[src/hw/rtl/polygon_region_raster_fill_top_assert.svh]
// assertion macros shared by the fill block
`ifndef POLYGON_REGION_RASTER_FILL_TOP_ASSERT_SVH
`define POLYGON_REGION_RASTER_FILL_TOP_ASSERT_SVH

`ifndef SYNTH
// same-cycle implication
`define PRFT_ASSERT_IMP(lbl, ante, cons) \
  lbl: assert property (@(posedge clk) disable iff (rst) (ante) |-> (cons)) \
    else $error("assertion failed");
// next-cycle implication
`define PRFT_ASSERT_NXT(lbl, ante, cons) \
  lbl: assert property (@(posedge clk) disable iff (rst) (ante) |=> (cons)) \
    else $error("assertion failed");
`else
`define PRFT_ASSERT_IMP(lbl, ante, cons)
`define PRFT_ASSERT_NXT(lbl, ante, cons)
`endif

`endif

[src/hw/rtl/prft_pkg.sv]
package prft_pkg;

  // field widths fixed by the item format
  localparam int CFG_W   = 9;
  localparam int LABEL_W = 9;
  localparam int COORD_W = 16;
  localparam int CRD_W   = 18;

  localparam logic [LABEL_W-1:0] LABEL_NONE = 9'h1FF;

  // item kinds
  localparam logic [1:0] KIND_CLEAR  = 2'd0;
  localparam logic [1:0] KIND_VERTEX = 2'd1;
  localparam logic [1:0] KIND_READ   = 2'd2;

  // register indexes
  localparam logic REG_GRID_WIDTH  = 1'b0;
  localparam logic REG_GRID_HEIGHT = 1'b1;

  // datapath operations
  typedef enum logic [3:0] {
    OP_NONE,
    OP_ACCEPT,
    OP_SWEEP,
    OP_MIN_RD,
    OP_MIN_CMP,
    OP_EDGE_RA,
    OP_EDGE_RB,
    OP_EDGE_SET,
    OP_ROW_NEXT,
    OP_MUL,
    OP_CELL_RD,
    OP_CELL_WR,
    OP_EDGE_NEXT,
    OP_OUT_LOAD
  } op_t;

  typedef struct packed {
    op_t op;
  } cmd_t;

  typedef struct packed {
    logic sweep_last;
    logic sweep_empty;
    logic min_last;
    logic edge_last;
    logic row_end;
    logic row_hit;
    logic cell_go;
    logic out_free;
  } status_t;

endpackage

[src/hw/rtl/prft_ctrl.sv]
module prft_ctrl (
  input  logic             clk,
  input  logic             rst,
  input  logic             in_valid,
  input  logic [1:0]       in_kind,
  input  logic             in_last,
  output logic             in_ready,
  input  prft_pkg::status_t status,
  output prft_pkg::cmd_t    cmd
);
  import prft_pkg::*;

  typedef enum logic [3:0] {
    S_INIT, S_IDLE, S_CLR, S_RDW, S_MIN_RD, S_MIN_CMP,
    S_EDGE_A, S_EDGE_B, S_EDGE_SET, S_ROW, S_CELL, S_CELL_WR
  } state_t;

  state_t state, state_next;

  assign in_ready = (state == S_IDLE);

  // next state and command
  always_comb begin
    state_next = state;
    cmd.op     = OP_NONE;
    case (state)
      S_INIT: begin
        cmd.op = OP_SWEEP;
        if (status.sweep_last) state_next = S_IDLE;
      end
      S_IDLE: begin
        if (in_valid) begin
          cmd.op = OP_ACCEPT;
          case (in_kind)
            KIND_CLEAR:  state_next = S_CLR;
            KIND_VERTEX: state_next = in_last ? S_MIN_RD : S_IDLE;
            KIND_READ:   state_next = S_RDW;
            default:     state_next = S_IDLE;
          endcase
        end
      end
      S_CLR: begin
        if (status.sweep_empty) begin
          state_next = S_IDLE;
        end else begin
          cmd.op = OP_SWEEP;
          if (status.sweep_last) state_next = S_IDLE;
        end
      end
      S_RDW: begin
        if (status.out_free) begin
          cmd.op     = OP_OUT_LOAD;
          state_next = S_IDLE;
        end
      end
      S_MIN_RD: begin
        cmd.op     = OP_MIN_RD;
        state_next = S_MIN_CMP;
      end
      S_MIN_CMP: begin
        cmd.op     = OP_MIN_CMP;
        state_next = status.min_last ? S_EDGE_A : S_MIN_RD;
      end
      S_EDGE_A: begin
        cmd.op     = OP_EDGE_RA;
        state_next = S_EDGE_B;
      end
      S_EDGE_B: begin
        cmd.op     = OP_EDGE_RB;
        state_next = S_EDGE_SET;
      end
      S_EDGE_SET: begin
        cmd.op     = OP_EDGE_SET;
        state_next = S_ROW;
      end
      S_ROW: begin
        if (status.row_end) begin
          cmd.op     = OP_EDGE_NEXT;
          state_next = status.edge_last ? S_IDLE : S_EDGE_A;
        end else if (status.row_hit) begin
          cmd.op     = OP_MUL;
          state_next = S_CELL;
        end else begin
          cmd.op = OP_ROW_NEXT;
        end
      end
      S_CELL: begin
        if (status.cell_go) begin
          cmd.op     = OP_CELL_RD;
          state_next = S_CELL_WR;
        end else begin
          cmd.op     = OP_ROW_NEXT;
          state_next = S_ROW;
        end
      end
      S_CELL_WR: begin
        cmd.op     = OP_CELL_WR;
        state_next = S_CELL;
      end
      default: state_next = S_IDLE;
    endcase
  end

  // state register
  always_ff @(posedge clk) begin
    if (rst) state <= S_INIT;
    else     state <= state_next;
  end

endmodule

[config.mk]
export PLATFORM = sky130hd
export DESIGN_NAME = prft_ctrl
export DESIGN_NICKNAME = d
export VERILOG_FILES = /design/src/hw/rtl/polygon_region_raster_fill_top_assert.svh /design/src/hw/rtl/prft_pkg.sv /design/src/hw/rtl/prft_ctrl.sv
export SDC_FILE = /design/constraint.sdc
export NUM_CORES = 1
export LEC_CHECK = 0
export ABC_CLOCK_PERIOD_IN_PS = 1610
export BUFFER_PORTS_ARGS = -buffer_cell sky130_fd_sc_hd__buf_2
export CAP_MARGIN = 10
export CORE_UTILIZATION = 30
export CTS_CLUSTER_DIAMETER = 150
export DETAILED_ROUTE_END_ITERATION = 6
export HOLD_SLACK_MARGIN = 0.06
export SLEW_MARGIN = 5
export SYNTH_ARGS = -nofsm -noshare
export SYNTH_HDL_FRONTEND = slang
export SYNTH_SLANG_ARGS = --single-unit
export TNS_END_PERCENT = 50
[constraint.sdc]
create_clock -name clk -period 1.61 [get_ports clk]
set_input_delay 0.161 -clock clk [delete_from_list [all_inputs] [get_ports clk]]
set_output_delay 0.161 -clock clk [all_outputs]
set_load 0.005 [all_outputs]
==> impl_metrics.xml, run 1 <==
<?xml version="1.0" encoding="UTF-8"?>
<metrics>
  <group name="clock_network">
    <metric name="htree_num_levels" unit="">1</metric>
    <metric name="cts_tree" unit="">built</metric>
    <metric name="cts_inserted_buffers" unit="">3</metric>
    <metric name="clkSinkCount" unit="">4</metric>
    <metric name="holdBufCountCts" unit="">0</metric>
    <metric name="cell_at_the_root_of_the_clock_tree" unit="">clkbuf_4</metric>
    <metric name="clkLatencyLatePin" unit="ns">0.23</metric>
    <metric name="path_clk_slew" unit="ns">0.04</metric>
    <metric name="clock_tree.buffer_depth" unit="">2</metric>
  </group>
  <group name="floorplanning">
    <metric name="fp.dieH" unit="um">46.8</metric>
    <metric name="floorplan.rows" unit="">15</metric>
    <metric name="boundaryPins" unit="">19</metric>
    <metric name="floorplan.initialDensity" unit="%">33.4</metric>
    <metric name="die_area" unit="sq um">2190</metric>
    <metric name="die-width" unit="um">46.8</metric>
    <metric name="core_region_area" unit="sq um">1800</metric>
  </group>
  <group name="critical_path">
    <metric name="worstPathRequired" unit="ns">1.78</metric>
    <metric name="critical_path.max_fanout" unit="">3</metric>
    <metric name="worst-setup-path-type" unit="">reg -&gt; reg</metric>
    <metric name="timing.critical_path.to_type" unit="">flip-flop</metric>
    <metric name="number_of_cells_on_the_worst_reg_to_reg_path" unit="">6</metric>
    <metric name="crit_path_end" unit="">state[3]</metric>
    <metric name="r2r_slack" unit="ns">0.04</metric>
    <metric name="crit_path_launch_type" unit="">flip-flop</metric>
    <metric name="worst_reg2reg_path_endpoint" unit="">state[3]</metric>
    <metric name="crit_start" unit="">state[2]</metric>
    <metric name="worst_flop_to_flop_path_startpoint" unit="">state[2]</metric>
    <metric name="cp.arrival" unit="ns">1.74</metric>
  </group>
  <group name="routing">
    <metric name="detail_route.drc_violations" unit="">0</metric>
    <metric name="detail_route.first_pass.iterations" unit="">4</metric>
    <metric name="wirelength" unit="um">1770</metric>
    <metric name="avgRoutedWirePerCell" unit="um">12.6</metric>
    <metric name="drt-vias-per-instance" unit="">5.40</metric>
    <metric name="dr.first_iter.drc_count" unit="">35</metric>
    <metric name="antenna_violating_nets_post_route" unit="">0</metric>
    <metric name="via_count" unit="">761</metric>
  </group>
  <group name="synth">
    <metric name="syn_avg_cell_area" unit="sq um">7.00</metric>
    <metric name="dominantRegCellSynth" unit="">dfxtp_1</metric>
    <metric name="synth-seq-cells" unit="">4</metric>
    <metric name="synth_sequential_area_ratio" unit="%">13.3</metric>
    <metric name="synth_area_leader" unit="">dfxtp_1</metric>
    <metric name="ys_types" unit="">34</metric>
    <metric name="synth.top_cell.area_share" unit="%">13.3</metric>
    <metric name="syn_area" unit="sq um">602</metric>
    <metric name="netlist_top_cells_area" unit="">dfxtp_1, ha_1, o21ai_0</metric>
    <metric name="yosysWarnings" unit="">0</metric>
    <metric name="number_of_enable_flip_flop_cells_after_synthesis" unit="">0</metric>
    <metric name="synthesis.instances" unit="">86</metric>
    <metric name="mappedNetlistNets" unit="">104</metric>
    <metric name="synthTopCellsByCount" unit="">nand2_1, o21ai_0, a21oi_1</metric>
    <metric name="async_reset_ff_share" unit="%">0</metric>
  </group>
  <group name="global_route">
    <metric name="grt_pass1_wl" unit="um">2860</metric>
    <metric name="grt-ovfl-total" unit="">0</metric>
    <metric name="maximum_number_of_pins_on_one_net_before_global_route_repair" unit="">12</metric>
    <metric name="initial_antenna_violation_count" unit="">0</metric>
    <metric name="via_count_of_the_first_global_routing_pass" unit="">650</metric>
    <metric name="track_usage" unit="%">18.4</metric>
  </group>
  <group name="power">
    <metric name="power_leakage" unit="nW">0.385</metric>
    <metric name="ir_worst_vdd" unit="V">0.000280</metric>
    <metric name="power.density_cell_area" unit="nW/um^2">668</metric>
  </group>
  <group name="sta">
    <metric name="fmaxAchievable" unit="MHz">637</metric>
    <metric name="unrepaired_setup_endpoints_after_global_routing" unit="">true</metric>
    <metric name="finalMaxSlewViolations" unit="">0</metric>
    <metric name="worst_slew_pin_slew" unit="ns">0.301</metric>
    <metric name="worst_slew_margin_rel" unit="%">79.7</metric>
    <metric name="fin_crit_sh" unit="%">97.5</metric>
    <metric name="fin_skew" unit="ns">0.00335</metric>
    <metric name="final-setup-viol-count" unit="">0</metric>
    <metric name="layout_min_cycle_time" unit="ns">1.57</metric>
    <metric name="hold_viol" unit="">0</metric>
    <metric name="setup-tns-final" unit="ns">0</metric>
  </group>
  <group name="placed_design">
    <metric name="place_congestion" unit="">0.823</metric>
    <metric name="io_buffers" unit="">18</metric>
    <metric name="dp_hpwl" unit="um">1340</metric>
    <metric name="placed_cell_areas" unit="sq um">788</metric>
  </group>
  <group name="final_layout">
    <metric name="area.growth.synth_to_final" unit="%">49.3</metric>
    <metric name="seq_area" unit="sq um">87.6</metric>
    <metric name="post-route-cell-area" unit="sq um">898</metric>
    <metric name="multiInputGateArea" unit="sq um">523</metric>
    <metric name="registers.top_by_ff_count" unit="">state</metric>
    <metric name="final_layout_size_suffix_gt1_share" unit="%">43.1</metric>
    <metric name="largest_register_ffs" unit="">4</metric>
    <metric name="insertedDiodeCount" unit="">0</metric>
    <metric name="design.final.nets" unit="">136</metric>
    <metric name="n_fill_cell" unit="">190</metric>
    <metric name="reg_top3" unit="">state: 4 flops</metric>
  </group>
  <group name="min_path">
    <metric name="timing.hold.worst.class" unit="">in -&gt; reg</metric>
  </group>
  <group name="flow_run">
    <metric name="drv.max_cap_violation_count" unit="">0</metric>
  </group>
  <group name="outcome">
    <metric name="outcome" unit="">completed</metric>
  </group>
</metrics>
## critical path, stage by stage (launching register included)
cell,delay (ns)
dfxtp_2,0.35
inv_4,0.05
ha_4,0.16
nand3b_1,0.16
o32ai_2,0.11
or4b_1,0.55
a21oi_2,0.12
## how the worst min path moves through the flow
stage,end,from,depth (start not counted),slack (ns)
5_1_grt,state[3],rst,2,0.14
3_5_place_dp,state[2],rst,2,0.40
2_1_floorplan,state[2],rst,1,0.23
4_1_cts,state[2],rst,2,0.15
3_3_place_gp,state[3],rst,2,0.39
6_report,state[3],rst,2,0.15
## power breakdown
group	internal (W)	total, W	switching, W	leakage [nW]
clock network	0.0000833	0.000123	0.0000398	0.0138
registers	0.000114	0.000143	0.0000291	0.0346
logic	0.000180	0.000334	0.000154	0.336
## cell families (layout without fill, tap and decap cells)
family | after synthesis | in the layout | share of synthesized area (%)
buf+inv | 10 | 40 | 7.90
compound gates | 33 | 33 | 35.1
simple gates | 34 | 34 | 32.8
mux | 1 | 1 | 2.49
flops | 4 | 4 | 13.3
fa+ha+maj | 4 | 4 | 8.32
## layout make-up
type	instances	area share, %
tap	25	3.48
timing repair buffer	33	23.8
sequential	4	9.75
inverter	4	2.23
clock buffer	3	2.51
multi-input combinational	72	58.2
## what timing repair did
| item | 4_1_cts | 5_1_grt |
|---|---|---|
| endpoints found under the setup margin | 6 | 7 |
| pin swaps | 0 | 3 |
| gates resized for setup | 6 | 15 |
| buffers inserted | 0 | 2 |
## metrics by stage
stage	worst slack (ns)	utilization, %	std cells	total power, W	hold slack (ns)
2_1_floorplan	0.0501	-	86	0.000328	0.230
3_3_place_gp	0.0201	43.8	136	0.000449	0.391
3_5_place_dp	-0.00691	43.8	136	0.000452	0.401
4_1_cts	-0.0365	45.9	139	0.000581	0.146
5_1_grt	-0.0282	49.9	141	0.000648	0.142
6_report	0.0408	49.9	141	0.000600	0.147
## routing by layer
layer	track usage (%)	routed length [um]
met5	0	0
met2	30.3	893
met3	1.92	83
met1	24.3	787
met4	8.00	9
## placed cells by master (no fill, tap or decap), drive strengths merged, types with 3 or more instances in the layout
master  synthesis  final
a21o            3      3
a21oi           9      9
and2            3      3
buf             3     33
clkbuf          3      3
dfxtp           4      4
ha              4      4
inv             4      4
nand2          10     10
nand2b          5      5
nand3b          4      4
nor2            3      3
o21ai          10     10
No activity file was read; power rests on OpenSTA's default activity.
==> inputs of run 2 (changes only) <==
- ABC_CLOCK_PERIOD_IN_PS: 1610 -> 1500
- clock period: 1.61 -> 1.5 ns (I/O delays scaled with it)
==> run 2 against run 1 <==
  * The run now ends with setup timing left
  * Critical path depth up 1
  * Utilization increased by 5.6 points
  * Clock-buffer cell count is the same
  * Clock power up 14%
  * Sequential power rose by 9%
  * Critical endpoint is now cmd[3]
  * Cell area increased by 11%
  * Setup slack worse by 0.13 ns
==> impl_metrics.xml, run 2 (same netlist as run 1, synthesis figures left out) <==
<?xml version="1.0" encoding="UTF-8"?>
<metrics>
  <group name="sta">
    <metric name="fin_crit_sh" unit="%">106</metric>
    <metric name="finalMaxSlewViolations" unit="">0</metric>
    <metric name="worst_slew_pin_slew" unit="ns">0.338</metric>
    <metric name="layout_min_cycle_time" unit="ns">1.59</metric>
    <metric name="fin_skew" unit="ns">0.000811</metric>
    <metric name="setup-tns-final" unit="ns">-0.486</metric>
    <metric name="postLayoutSetupSlackWorst" unit="ns">-0.0934</metric>
    <metric name="final-setup-viol-count" unit="">8</metric>
    <metric name="unrepaired_setup_endpoints_after_global_routing" unit="">true</metric>
    <metric name="fmaxAchievable" unit="MHz">628</metric>
    <metric name="hold_viol" unit="">0</metric>
    <metric name="worst_slew_margin_rel" unit="%">77.3</metric>
  </group>
  <group name="flow_run">
    <metric name="drv.max_cap_violation_count" unit="">0</metric>
  </group>
  <group name="floorplanning">
    <metric name="fp.dieH" unit="um">46.8</metric>
    <metric name="core_region_area" unit="sq um">1800</metric>
    <metric name="boundaryPins" unit="">19</metric>
    <metric name="die-width" unit="um">46.8</metric>
    <metric name="die_area" unit="sq um">2190</metric>
    <metric name="floorplan.rows" unit="">15</metric>
    <metric name="floorplan.initialDensity" unit="%">33.4</metric>
  </group>
  <group name="critical_path">
    <metric name="worstPathRequired" unit="ns">1.35</metric>
    <metric name="cp.arrival" unit="ns">1.44</metric>
    <metric name="critical_path.max_fanout" unit="">4</metric>
    <metric name="timing.critical_path.to_type" unit="">output pin</metric>
    <metric name="worst-setup-path-type" unit="">reg -&gt; out</metric>
    <metric name="crit_path_launch_type" unit="">flip-flop</metric>
  </group>
  <group name="min_path">
    <metric name="timing.hold.worst.class" unit="">in -&gt; reg</metric>
  </group>
  <group name="final_layout">
    <metric name="reg_top3" unit="">state: 4 flops</metric>
    <metric name="finish.utilization" unit="%">55.5</metric>
    <metric name="area.growth.synth_to_final" unit="%">66.1</metric>
    <metric name="insertedDiodeCount" unit="">0</metric>
    <metric name="post-route-cell-area" unit="sq um">1000</metric>
    <metric name="design.final.nets" unit="">144</metric>
    <metric name="most-common-layout-cells" unit="">buf_4, buf_2, nand2_1</metric>
    <metric name="mostFrequentLayoutCell" unit="">buf_4</metric>
    <metric name="final_layout_size_suffix_gt1_share" unit="%">50.8</metric>
    <metric name="largest_register_ffs" unit="">4</metric>
    <metric name="registers.top_by_ff_count" unit="">state</metric>
  </group>
  <group name="clock_network">
    <metric name="cell_at_the_root_of_the_clock_tree" unit="">clkbuf_4</metric>
    <metric name="clock_tree.buffer_depth" unit="">2</metric>
    <metric name="cts_inserted_buffers" unit="">3</metric>
    <metric name="clkSinkCount" unit="">4</metric>
    <metric name="path_clk_slew" unit="ns">0.04</metric>
    <metric name="cts_tree" unit="">built</metric>
    <metric name="holdBufCountCts" unit="">0</metric>
    <metric name="clkLatencyLatePin" unit="ns">0.24</metric>
    <metric name="htree_num_levels" unit="">1</metric>
  </group>
  <group name="placed_design">
    <metric name="dp_hpwl" unit="um">1360</metric>
    <metric name="placed_cell_areas" unit="sq um">830</metric>
    <metric name="io_buffers" unit="">18</metric>
    <metric name="place_congestion" unit="">0.784</metric>
  </group>
  <group name="global_route">
    <metric name="grt-ovfl-total" unit="">0</metric>
    <metric name="maximum_number_of_pins_on_one_net_before_global_route_repair" unit="">12</metric>
    <metric name="initial_antenna_violation_count" unit="">0</metric>
    <metric name="via_count_of_the_first_global_routing_pass" unit="">661</metric>
    <metric name="track_usage" unit="%">19.5</metric>
    <metric name="grt_pass1_wl" unit="um">3010</metric>
  </group>
  <group name="power">
    <metric name="ir_worst_vdd" unit="V">0.000581</metric>
    <metric name="power.density_cell_area" unit="nW/um^2">718</metric>
    <metric name="power_leakage" unit="nW">0.433</metric>
  </group>
  <group name="outcome">
    <metric name="outcome" unit="">finished, violations left</metric>
    <metric name="failed_checks" unit="">setup timing</metric>
  </group>
  <group name="routing">
    <metric name="detail_route.drc_violations" unit="">0</metric>
    <metric name="dr.first_iter.drc_count" unit="">20</metric>
    <metric name="antenna_violating_nets_post_route" unit="">0</metric>
    <metric name="via_count" unit="">790</metric>
    <metric name="avgRoutedWirePerCell" unit="um">13.5</metric>
    <metric name="wirelength" unit="um">2010</metric>
    <metric name="detail_route.first_pass.iterations" unit="">4</metric>
    <metric name="drt-vias-per-instance" unit="">5.30</metric>
  </group>
</metrics>
## run 2: path summary, 6_finish.rpt
check            from  endpoint  slack (ns)  cells past startpoint
max          state[3]    cmd[3]       -0.09                      7
min               rst  state[3]        0.14                      2
max reg2reg  state[3]  state[1]       -0.05                      8
min reg2reg  state[2]  state[2]        0.65                      3
## run 2: cell type report
| cell class | count | area (sq um) |
|---|---|---|
| Clock buffer | 3 | 22.5 |
| Sequential cell | 4 | 95.1 |
| Tap cell | 25 | 31.3 |
| Fill cell | 184 | 802 |
| Inverter | 4 | 20.0 |
| Timing Repair Buffer | 41 | 283 |
| Multi-Input combinational cell | 72 | 548 |
## run 2: routing by layer
metal  vias up  part of all wire [%]  routed length (um)  track usage [%]
met5         -                     0                   0                0
met4         0                   1.0                  21             6.86
met3         2                   4.2                  84             2.31
met2        26                    48                 965             31.7
met1       365                    47                 934             26.7
li1        397                     -                   -                -
## run 2: critical path, cell delays in order (launching register included)
cell     delay [ns]
dfxtp_4        0.36
inv_4          0.08
ha_4           0.17
buf_6          0.10
and3_4         0.18
o21ai_2        0.05
a21oi_1        0.14
buf_2          0.13
## run 2: power by group
part | switching (W) | total (W) | leakage [nW] | internal [W]
logic | 0.000195 | 0.000422 | 0.383 | 0.000227
registers | 0.0000320 | 0.000156 | 0.0355 | 0.000124
clock network | 0.0000501 | 0.000140 | 0.0138 | 0.0000899
## run 2: what timing repair did
item                                    4_1_cts  5_1_grt
buffers inserted                              4        3
endpoints found under the setup margin        6        9
resized for setup                            22        8
pin swaps                                    10        7
## run 2: stage by stage
step           worst slack [ns]  power [W]  hold WS [ns]  cells
2_1_floorplan            0.0124   0.000354         0.212     86
3_3_place_gp            -0.0419   0.000506         0.374    139
3_5_place_dp            -0.0757   0.000506         0.377    139
4_1_cts                 -0.0852   0.000673         0.127    146
5_1_grt                  -0.144   0.000774         0.138    149
6_report                -0.0934   0.000718         0.140    149
